$ cat config.mk
export PLATFORM = sky130hd
export DESIGN_NAME = modbus_ascii_write_regs_framer
export DESIGN_NICKNAME = d
export VERILOG_FILES = /design/src/rtl/mbwr_pkg.sv /design/src/rtl/mbwr_queue.sv /design/src/rtl/mbwr_front.sv /design/src/rtl/mbwr_back.sv /design/src/rtl/modbus_ascii_write_regs_framer.sv
export SDC_FILE = /design/constraint.sdc
export NUM_CORES = 1
export LEC_CHECK = 0
export BUFFER_PORTS_ARGS = -buffer_cell sky130_fd_sc_hd__buf_2
export CAP_MARGIN = 20
export CORE_MARGIN = 2
export CORE_UTILIZATION = 35
export DETAILED_ROUTE_END_ITERATION = 8
export PLACE_DENSITY_LB_ADDON = 0.12
export SLEW_MARGIN = 10
export SYNTH_ARGS = -nofsm -noshare
export SYNTH_HDL_FRONTEND = slang
export SYNTH_SLANG_ARGS = --single-unit
$ cat constraint.sdc
create_clock -name clk -period 4.5 [get_ports clk]
set_input_delay 0.675 -clock clk [delete_from_list [all_inputs] [get_ports clk]]
set_output_delay 0.675 -clock clk [all_outputs]
set_load 0.1 [all_outputs]
$ cat src/rtl/mbwr_pkg.sv
package mbwr_pkg;

  // Largest register count that a frame may carry.
  localparam logic [6:0] MAX_REGS = 7'd123;

  // Function code for write multiple registers.
  localparam logic [7:0] FN_WRITE_REGS = 8'h10;

  // Fixed characters of the frame.
  localparam logic [7:0] COLON_CHAR = 8'h3A;
  localparam logic [7:0] CR_CHAR    = 8'h0D;
  localparam logic [7:0] LF_CHAR    = 8'h0A;

  // Input item kinds.
  localparam logic KIND_HEADER = 1'b0;
  localparam logic KIND_VALUE  = 1'b1;

  // Character counts of the body of each job, without the trailer.
  localparam logic [4:0] HDR_BODY_LEN = 5'd15;
  localparam logic [4:0] VAL_BODY_LEN = 5'd4;

  // Job queue between the front and the back (a power of two).
  localparam int QUEUE_DEPTH = 2;
  localparam int QUEUE_AW    = $clog2(QUEUE_DEPTH);

  // One unit of work for the character serializer.
  typedef struct packed {
    logic       is_hdr;   // header job, else value job
    logic       trailer;  // append LRC, CR and LF after the body
    logic [7:0] addr;     // slave address (header)
    logic [15:0] word;    // start register (header) or value word
    logic [6:0] count;    // saturated register count (header)
  } job_t;

  // Upper-case hex character of one nibble.
  function automatic logic [7:0] hex_char(input logic [3:0] nib);
    logic [7:0] ext;
    ext = {4'h0, nib};
    if (nib < 4'd10) begin
      hex_char = 8'h30 + ext;
    end else begin
      hex_char = 8'h37 + ext;
    end
  endfunction

endpackage

$ cat src/rtl/mbwr_queue.sv
module mbwr_queue (
  input  logic           clk,
  input  logic           rst,
  input  logic           push,
  input  mbwr_pkg::job_t push_job,
  output logic           full,
  input  logic           pop,
  output logic           head_valid,
  output mbwr_pkg::job_t head_job
);

  mbwr_pkg::job_t                  entries [mbwr_pkg::QUEUE_DEPTH];
  logic [mbwr_pkg::QUEUE_AW-1:0]   wr_ptr;
  logic [mbwr_pkg::QUEUE_AW-1:0]   rd_ptr;
  logic [mbwr_pkg::QUEUE_AW:0]     fill;

  localparam logic [mbwr_pkg::QUEUE_AW:0] DEPTH_CNT = (mbwr_pkg::QUEUE_AW+1)'(mbwr_pkg::QUEUE_DEPTH);

  assign full       = (fill == DEPTH_CNT);
  assign head_valid = (fill != '0);
  assign head_job   = entries[rd_ptr];

  // Entry storage.
  always_ff @(posedge clk) begin
    if (push) begin
      entries[wr_ptr] <= push_job;
    end
  end

  // Pointers and fill count.
  always_ff @(posedge clk) begin
    if (rst) begin
      wr_ptr <= '0;
      rd_ptr <= '0;
      fill   <= '0;
    end else begin
      if (push) begin
        wr_ptr <= wr_ptr + 1'b1;
      end
      if (pop) begin
        rd_ptr <= rd_ptr + 1'b1;
      end
      if (push && !pop) begin
        fill <= fill + 1'b1;
      end else if (pop && !push) begin
        fill <= fill - 1'b1;
      end
    end
  end

endmodule

$ cat src/rtl/mbwr_front.sv
module mbwr_front (
  input  logic           clk,
  input  logic           rst,
  input  logic           in_valid,
  output logic           in_stall,
  input  logic           kind,
  input  logic           enable,
  input  logic [7:0]     slave_address,
  input  logic [15:0]    start_register,
  input  logic [6:0]     register_count,
  input  logic [15:0]    value_word,
  output logic           push,
  output mbwr_pkg::job_t push_job,
  input  logic           queue_full
);

  logic [6:0] values_left;
  logic [6:0] values_left_next;
  logic [6:0] sat_count;
  logic       accept;

  assign in_stall = queue_full;
  assign accept   = in_valid && !queue_full;

  assign sat_count = (register_count > mbwr_pkg::MAX_REGS) ? mbwr_pkg::MAX_REGS
                                                            : register_count;

  // Classify the item and build its job.
  always_comb begin
    push             = 1'b0;
    values_left_next = values_left;
    push_job.is_hdr  = 1'b0;
    push_job.trailer = 1'b0;
    push_job.addr    = slave_address;
    push_job.word    = value_word;
    push_job.count   = sat_count;
    if (accept) begin
      if (kind == mbwr_pkg::KIND_HEADER) begin
        if (enable) begin
          push             = 1'b1;
          push_job.is_hdr  = 1'b1;
          push_job.trailer = (sat_count == 7'd0);
          push_job.word    = start_register;
          values_left_next = sat_count;
        end
      end else if (values_left != 7'd0) begin
        push             = 1'b1;
        push_job.trailer = (values_left == 7'd1);
        values_left_next = values_left - 7'd1;
      end
    end
  end

  // A frame is open while values are still expected.
  always_ff @(posedge clk) begin
    if (rst) begin
      values_left <= '0;
    end else begin
      values_left <= values_left_next;
    end
  end

endmodule

$ cat src/rtl/mbwr_back.sv
module mbwr_back (
  input  logic           clk,
  input  logic           rst,
  input  logic           job_valid,
  input  mbwr_pkg::job_t job,
  output logic           pop,
  output logic           out_valid,
  input  logic           out_stall,
  output logic [7:0]     ascii_char,
  output logic           frame_end
);

  logic [4:0] pos;
  logic [7:0] running_lrc;
  logic [4:0] body_len;
  logic [4:0] last_pos;
  logic [4:0] pos_m1;
  logic [4:0] tpos_full;
  logic [1:0] tpos;
  logic       in_body;
  logic       hi_nib;
  logic       at_last;
  logic       advance;
  logic [7:0] cur_byte;
  logic [7:0] lrc_neg;
  logic [7:0] char_next;
  logic       end_next;

  assign advance = job_valid && (!out_valid || !out_stall);

  // Pick the byte and nibble that the current position emits.
  always_comb begin
    body_len  = job.is_hdr ? mbwr_pkg::HDR_BODY_LEN : mbwr_pkg::VAL_BODY_LEN;
    last_pos  = job.trailer ? (body_len + 5'd3) : (body_len - 5'd1);
    at_last   = (pos == last_pos);
    in_body   = (pos < body_len);
    pos_m1    = pos - 5'd1;
    tpos_full = pos - body_len;
    tpos      = tpos_full[1:0];
    lrc_neg   = 8'd0 - running_lrc;
    if (job.is_hdr) begin
      hi_nib = !pos_m1[0];
      case (pos_m1[3:1])
        3'd0:    cur_byte = job.addr;
        3'd1:    cur_byte = mbwr_pkg::FN_WRITE_REGS;
        3'd2:    cur_byte = job.word[15:8];
        3'd3:    cur_byte = job.word[7:0];
        3'd4:    cur_byte = 8'h00;
        3'd5:    cur_byte = {1'b0, job.count};
        3'd6:    cur_byte = {job.count, 1'b0};
        default: cur_byte = 8'h00;
      endcase
    end else begin
      hi_nib   = !pos[0];
      cur_byte = pos[1] ? job.word[7:0] : job.word[15:8];
    end
  end

  // Character for the current position.
  always_comb begin
    end_next = 1'b0;
    if (job.is_hdr && (pos == 5'd0)) begin
      char_next = mbwr_pkg::COLON_CHAR;
    end else if (in_body) begin
      char_next = mbwr_pkg::hex_char(hi_nib ? cur_byte[7:4] : cur_byte[3:0]);
    end else begin
      case (tpos)
        2'd0:    char_next = mbwr_pkg::hex_char(lrc_neg[7:4]);
        2'd1:    char_next = mbwr_pkg::hex_char(lrc_neg[3:0]);
        2'd2:    char_next = mbwr_pkg::CR_CHAR;
        default: begin
          char_next = mbwr_pkg::LF_CHAR;
          end_next  = 1'b1;
        end
      endcase
    end
  end

  assign pop = advance && at_last;

  // Position counter and running LRC.
  always_ff @(posedge clk) begin
    if (rst) begin
      pos         <= '0;
      running_lrc <= '0;
    end else if (advance) begin
      pos <= at_last ? 5'd0 : (pos + 5'd1);
      if (job.is_hdr && (pos == 5'd0)) begin
        running_lrc <= 8'd0;
      end else if (in_body && !hi_nib) begin
        running_lrc <= running_lrc + cur_byte;
      end
    end
  end

  // Output register.
  always_ff @(posedge clk) begin
    if (rst) begin
      out_valid <= 1'b0;
    end else if (advance) begin
      out_valid <= 1'b1;
    end else if (!out_stall) begin
      out_valid <= 1'b0;
    end
  end

  always_ff @(posedge clk) begin
    if (advance) begin
      ascii_char <= char_next;
      frame_end  <= end_next;
    end
  end

endmodule

$ cat src/rtl/modbus_ascii_write_regs_framer.sv
// Channel   Handshake            Payload
// input     in_valid, in_stall   kind, enable, slave_address, start_register,
//                                register_count, value_word
// output    out_valid, out_stall ascii_char, frame_end
//
// The front takes one item per cycle while the two-entry job queue has room.
// The back emits one character per cycle while a job waits and no output
// stall holds it: a value item has 4 characters, a header 15, and a frame's
// last value or a zero-count header 4 more for the trailer. The character
// serializer sets the sustained rate. Reset clears the open frame, the queue
// and the output valid flag. Output stalls hold the character register; the
// input stalls only when the queue is full.
module modbus_ascii_write_regs_framer (
  input  logic        clk,
  input  logic        rst,
  input  logic        in_valid,
  output logic        in_stall,
  input  logic        kind,
  input  logic        enable,
  input  logic [7:0]  slave_address,
  input  logic [15:0] start_register,
  input  logic [6:0]  register_count,
  input  logic [15:0] value_word,
  output logic        out_valid,
  input  logic        out_stall,
  output logic [7:0]  ascii_char,
  output logic        frame_end
);

  logic           push;
  logic           queue_full;
  logic           pop;
  logic           head_valid;
  mbwr_pkg::job_t push_job;
  mbwr_pkg::job_t head_job;

  // Item classification and frame tracking.
  mbwr_front u_front (
    .clk            (clk),
    .rst            (rst),
    .in_valid       (in_valid),
    .in_stall       (in_stall),
    .kind           (kind),
    .enable         (enable),
    .slave_address  (slave_address),
    .start_register (start_register),
    .register_count (register_count),
    .value_word     (value_word),
    .push           (push),
    .push_job       (push_job),
    .queue_full     (queue_full)
  );

  // Job queue between the two sides.
  mbwr_queue u_queue (
    .clk        (clk),
    .rst        (rst),
    .push       (push),
    .push_job   (push_job),
    .full       (queue_full),
    .pop        (pop),
    .head_valid (head_valid),
    .head_job   (head_job)
  );

  // Character serializer with LRC.
  mbwr_back u_back (
    .clk        (clk),
    .rst        (rst),
    .job_valid  (head_valid),
    .job        (head_job),
    .pop        (pop),
    .out_valid  (out_valid),
    .out_stall  (out_stall),
    .ascii_char (ascii_char),
    .frame_end  (frame_end)
  );

endmodule

# Word-level counts from Yosys, hierarchy flattened
# Memory sizes are Yosys's and may differ from the RTL's. A register that Yosys moved wholly into a read port is not among the register bits.
# Index checks and enable logic that the tools add are counted.
[word_totals] ff_bits=34 ram_bits=66 in_bits=53 mem_count=1
[mem_list] memory="u_queue.entries" words=2 word_bits=33 read_ports=1 rd_ports_with_merged_regs=1 wr=1 line="mbwr_queue.sv:12" source="mbwr_pkg::job_t entries [mbwr_pkg::QUEUE_DEPTH];"
[op_classes] addsub=18 order_cmp=5 n_eq_ne=12 mux=40 n_reduce_logical=29
[op_table] operator="two-way mux 8 bit" n=8
[op_table] operator="two-way mux 16 bit" n=3
[op_table] operator="case mux 8 bit (6 select lines)" n=1
[op_table] operator="adder 6 x 4 -> 7 bit (first input constant)" n=6
[op_table] operator="two-way mux 7 bit" n=4
[op_table] operator="case mux 8 bit (3 select lines)" n=1
[op_table] operator="two-way mux 1 bit" n=15
[op_table] operator="< comparator 4 bit (second input constant)" n=3
[op_table] operator="two-way mux 5 bit" n=2
[op_table] operator="adder 8 bit" n=1
[op_table] operator="zero test 1 bit" n=8
[op_table] operator="two-way mux 2 bit" n=4
[op_table] operator="two-way mux 4 bit" n=2
[op_table] operator="nonzero test 2 bit" n=4
[op_table] operator="subtractor 1 x 8 -> 8 bit (first input constant)" n=1
[op_table] operator="equality test 7 x 1 -> 1 bit (second input constant)" n=1
[op_table] operator="greater-than comparator 7 bit (second input constant)" n=1
[op_table] operator="logical AND 1 bit" n=7
[op_table] operator="zero test 7 bit" n=1
[op_table] operator="nonzero test 7 bit" n=1
[op_table] operator="subtractor 7 x 1 -> 7 bit (second input constant)" n=1
[op_table] operator="equality test 3 x 2 -> 1 bit (second input constant)" n=2
[op_table] operator="equality test 3 bit (second input constant)" n=2
[op_table] operator="adder 4 x 2 -> 5 bit (second input constant)" n=1
[op_table] operator="other kinds (21)" n=24

# Logic depth before layout (Yosys ltp)
[logic_depth] depth_word=8 depth_mapped=20 ltp_nobuf=17

# By module
# Synthesis repeated with hierarchy kept, for this count alone.
[hier_totals] hier_cells=556 hier_area_um2=6139.6
[modules_own_cells] mod="mbwr_back" instances=1 cells_each=325 area_per_inst_um2=2687.6
[modules_own_cells] mod="mbwr_queue" instances=1 cells_each=125 area_per_inst_um2=2591.2
[modules_own_cells] mod="mbwr_front" instances=1 cells_each=106 area_per_inst_um2=860.8

# Least setup slack after synthesis
# Ideal clock, no wire load.
[synth_timing] path_type="reg-to-reg" start="register u_back.pos[1]" end="register u_back.running_lrc[7]" setup_ns=0.074 arrival_time_ns=4.490 required_time_ns=4.426 slack_ns=-0.065 path_stages_with_launch=19 n_path_buf=2 cell_sequence="dfxtp_1 clkbuf_1 clkbuf_1 clkinv_1 ha_1 or3b_2 o31a_1 or2_0 a41oi_1 or2_2 ha_1 a21o_1 a211oi_1 nor2_1 nor4_1 nor3_1 xor2_1 or4_1 a31oi_1"
[synth_via] elab_chain_cells=7 elab_cells_between_ends=19 cone_classes="add/sub: 2; order compare: 1; eq/ne: 5; mux: 5; reduce/logical: 6"
[synth_lines] element="start: declaration" line="mbwr_back.sv:13" source="logic [4:0] pos;"
[synth_lines] element="start signal: assignment" line="mbwr_back.sv:87" source="pos <= at_last ? 5'd0 : (pos + 5'd1);"
[synth_lines] element="subtractor 4 x 1 -> 4 bit" line="mbwr_back.sv:37" source="pos_m1 = pos - 5'd1;"
[synth_lines] element="equality test 3 bit, or another cell as far along" line="mbwr_back.sv:43" source="case (pos_m1[3:1])"
[synth_lines] element="case mux 8 bit (6 select lines)" line="mbwr_back.sv:43"
[synth_lines] element="two-way mux 8 bit" line="mbwr_back.sv:41" source="if (job.is_hdr) begin"
[synth_lines] element="adder 8 bit" line="mbwr_back.sv:91" source="running_lrc <= running_lrc + cur_byte;"
[synth_lines] element="two-way mux 8 bit" line="mbwr_back.sv:90" source="end else if (in_body && !hi_nib) begin"
[synth_lines] element="two-way mux 8 bit" line="mbwr_back.sv:88" source="if (job.is_hdr && (pos == 5'd0)) begin"
[synth_lines] element="end signal: assignment" line="mbwr_back.sv:91"
[synth_lines] element="end: declaration" line="mbwr_back.sv:14" source="logic [7:0] running_lrc;"
# Several ways; a longest one is shown, not always the timed one. The select of a mux whose other input is x is not followed.
# A chain may end at the register's enable or synchronous reset.

# Final worst setup path
# Ends and elaborated chain as after synthesis.

==> flow_metrics.py <==
metrics = {
    "floorplanning": {
        "rows": 48,
        "pin_count": 64,
        "die_y_um": 135.7,
        "fp.dieW_um": 135.7,
        "initial_utilization_pct": 35.48,
        "die_area_um2": 18420,
        "core_um2": 17120,
    },
    "clock_network": {
        "clockBufferDepth": 2,
        "clock_sinks": 100,
        "root_buffer": "clkbuf_16",
        "clk_pin_slew_worst_paths_ns": 0.07,
        "cts_setup_buffers": 0,
        "clock_latency_ns": 0.36,
        "cts_tree": "done",
        "htreeDepth": 3,
        "cts_buffers": 9,
    },
    "cells_and_area": {
        "diodes": 0,
        "nets": 741,
        "regArea_um2": 2745,
        "fillers": 1688,
        "drive_above_1_share_pct": 20.45,
        "post-route-cell-area_um2": 6979,
        "area_delta_synth_final_pct": 14.94,
        "multi_input_area_um2": 3074,
    },
    "global_routing": {
        "grt.total_usage_pct": 17.86,
        "antenna_found_initial": 0,
        "grt_max_degree": 34,
        "grt_overflow": 0,
        "grt_pass1_wl_um": 25140,
        "grt_pass1_vias": 4730,
    },
    "placed_design": {
        "place.gp.congestion": 0.9037,
        "numPortBuffers": 62,
        "dp_hpwl_um": 11570,
        "placedInstanceArea_um2": 6633,
    },
    "status": {
        "outcome": "finished clean",
    },
    "worst_setup_path": {
        "arrival_ns": 4.52,
        "max_stage_delay_ns": 0.47,
        "cp_num_cells": 16,
        "crit_chain": "clkinv_1 > ha_1 > or3b_2 > o31a_1 > or2_0 > a41oi_1 > or2_2 > ha_1 > a21o_1 > a211oi_1 > nor2_1 > nor4_1 > nor3_1 > xor2_1 > or4_1 > a31oi_1",
        "worst-path-buf-inv": 1,
        "cpMaxStageDelayCell": "or3b_2",
        "r2r_end": "u_back.running_lrc[7]$_SDFFE_PP0P_",
        "cpMostUsedCell": "ha_1",
        "cp-endpoint": "u_back.running_lrc[7]$_SDFFE_PP0P_",
        "reg2reg_slack_ns": 0.27,
        "worst_r2r_path_depth": 16,
        "cp-startpoint": "u_back.pos[1]$_SDFFE_PP0P_",
        "cp_top_family": "simple AND/OR/NAND/NOR gates",
        "cp-end-kind": "register",
        "r2r-start": "u_back.pos[1]$_SDFFE_PP0P_",
        "cp_max_fo": 8,
        "critPathRequiredTime_ns": 4.79,
        "crit_type": "reg2reg",
        "critPathLaunchType": "register",
    },
    "sta": {
        "min_period_ns": 4.233,
        "skew_ns": 0.008029,
        "rsz0062_at_grt": "false",
        "fin_setup_tns_ns": 0,
        "hold_slack_ns": 0.4710,
        "slew_headroom_pct": 51.67,
        "setup_viol": 0,
        "hold_viol_final": 0,
        "finalCritPeriodShare_pct": 94.08,
        "slew_viol_final": 0,
        "tightest_slew_ns": 0.7198,
        "fmax_mhz": 236.2,
    },
    "routing": {
        "antenna_left": 0,
        "wl_um": 15480,
        "num_vias": 4784,
        "wl_met1_um": 7426,
        "drt_iter0_drc": 222,
        "top_layer": "met4",
        "drc": 0,
        "firstDrtPassIters": 4,
        "wl_met3_um": 577,
        "vias_per_cell": 5.345,
        "wl_per_cell_um": 17.29,
        "dr_wl_met2_um": 7144,
    },
    "logic_synthesis": {
        "syn_area_per_cell_um2": 9.906,
        "yosysUniqueCellTypes": 74,
        "yosys_warnings": 0,
        "ys.flop_type": "edfxtp_1",
        "netlist_instances": 613,
        "syn_nets": 689,
        "ys_async_sr_fraction_pct": 0,
        "synth_edf_count": 74,
        "synth.yosys.seq_area_share_pct": 45.17,
        "syn_area_um2": 6072,
        "ys_ff_latch": 100,
    },
    "power": {
        "p_leak_nw": 2.656,
        "powerDensity_nw_per_um2": 568.2,
        "total_power_mw": 3.966,
        "peakVddDrop_mv": 0.2355,
    },
    "min_path": {
        "hold_start": "u_back.out_valid$_SDFFE_PP0P_",
        "hold_class": "reg2reg",
    },
    "run": {
        "maxCapViolCount": 0,
    },
}
==> sequential cells by signal, summed over array words and instances (netlist names), named ones only <==
| register | count |
|---|---|
| u_back.ascii_char | 7 |
| u_queue.fill | 2 |
| u_queue.rd_ptr | 1 |
| u_back.out_valid | 1 |
| u_queue.wr_ptr | 1 |
| u_back.running_lrc | 8 |
| u_back.pos | 5 |
| u_queue.entries | 66 |
| u_front.values_left | 7 |
| u_back.frame_end | 1 |
==> layout by cell type (no fill, tap or decap), types with 7 or more instances in the layout <==
master / synthesis / final
buf_4: 6 / 18
nor2b_1: 7 / 7
o21ai_0: 18 / 18
dfxtp_1: 26 / 24
mux2i_1: 21 / 21
nor3_1: 19 / 19
a21oi_1: 33 / 33
a211oi_1: 11 / 11
nand2_1: 82 / 82
buf_2: 2 / 62
nor2_1: 49 / 48
mux2_2: 17 / 17
inv_1: 15 / 15
xor2_1: 13 / 13
clkbuf_16: 0 / 9
nand3_1: 15 / 15
o22ai_1: 7 / 7
edfxtp_1: 74 / 74
xnor2_1: 14 / 14
nand2b_1: 10 / 10
ha_1: 22 / 22
==> repair_timing <==
item                                    4_1_cts  5_1_grt
endpoints found under the setup margin        0        1
hold buffers                                  0        0
gates resized for setup                       0        1
==> report_power, final <==
group	switching (mW)	internal (mW)
clock	0.362	0.547
combinational	1.18	0.657
sequential	0.0768	1.15
total	1.61	2.35
==> cell usage after synthesis (3+ instances only) <==
master / instances / area share [%]
a31oi_1: 6 / 0.62
nor3_1: 19 / 1.6
o22ai_1: 7 / 0.72
xor2_1: 13 / 1.9
nand2b_1: 10 / 1.0
nor2_1: 49 / 3.0
o211ai_1: 6 / 0.74
nand3_1: 15 / 1.2
nand2_1: 82 / 5.1
or4_1: 3 / 0.37
o221ai_1: 3 / 0.43
buf_1: 4 / 0.25
mux2_2: 17 / 3.2
a22oi_1: 4 / 0.49
xnor2_1: 14 / 2.0
o21ai_0: 18 / 1.5
clkbuf_1: 26 / 1.6
or3_1: 4 / 0.41
edfxtp_1: 74 / 37
buf_4: 6 / 0.74
inv_1: 15 / 0.93
a21o_1: 6 / 0.74
and2_1: 6 / 0.62
a21oi_1: 33 / 2.7
mux2i_1: 21 / 3.5
nor2b_1: 7 / 0.72
o21ai_1: 4 / 0.33
ha_1: 22 / 4.5
dfxtp_1: 26 / 8.6
a211oi_1: 11 / 1.4
or2_2: 4 / 0.41
or3b_2: 4 / 0.58
nand3b_1: 3 / 0.37
nand4_1: 5 / 0.52
o31a_1: 4 / 0.58
nor4_1: 4 / 0.41
mux4_2: 4 / 1.5
o31ai_1: 5 / 0.62
==> routing by layer <==
layer	up-vias	track usage, %
li1	2362	-
met1	2283	24.52
met2	116	28.51
met3	23	2.656
met4	0	6.771
met5	-	0
==> worst min path at each step <==
stage / to / cells past startpoint
floorplan: u_front.values_left[1]$_SDFFE_PP0P_ / 2
global placement: u_back.out_valid$_SDFFE_PP0P_ / 2
detailed placement: u_back.out_valid$_SDFFE_PP0P_ / 2
CTS: u_back.out_valid$_SDFFE_PP0P_ / 2
global route: u_front.values_left[1]$_SDFFE_PP0P_ / 2
finish: u_back.out_valid$_SDFFE_PP0P_ / 2
==> kinds of logic (layout without fill, tap and decap cells) <==
family          Yosys count  in the layout  synth area share [%]
compound gates          133            133                 15.41
fa+ha+maj                23             23                 4.863
buf+inv                  58            115                 4.245
mux                      42             42                 8.098
simple gates            229            229                 18.26
xor+xnor                 27             27                 3.895
other cells               1              1               0.06176
flops                   100            100                 45.17
==> tightest hold or removal path: stages (launching register included) <==
cell	delay, ns
dfxtp_1	0.32
nand2_1	0.06
a21oi_1	0.05
==> per-stage QoR <==
| stage | worst slack (ns) | instances | utilization [%] |
|---|---|---|---|
| detailed placement | 0.2507 | 879 | 38.75 |
| CTS | 0.2217 | 895 | 40.77 |
| global route | 0.05290 | 895 | 40.77 |
| floorplan | 0.05934 | 613 | - |
| finish | 0.2665 | 895 | 40.77 |
| global placement | 0.3073 | 879 | 38.75 |
==> layout make-up <==
cell class,count,share of cell area [%]
Multi-Input combinational cell,455,44.05
Timing Repair Buffer,81,6.669
Tap cell,225,4.034
Sequential cell,100,39.33
Inverter,18,0.9681
Clock inverter,7,1.721
Clock buffer,9,3.227
Power figures use the tool's default switching activity.
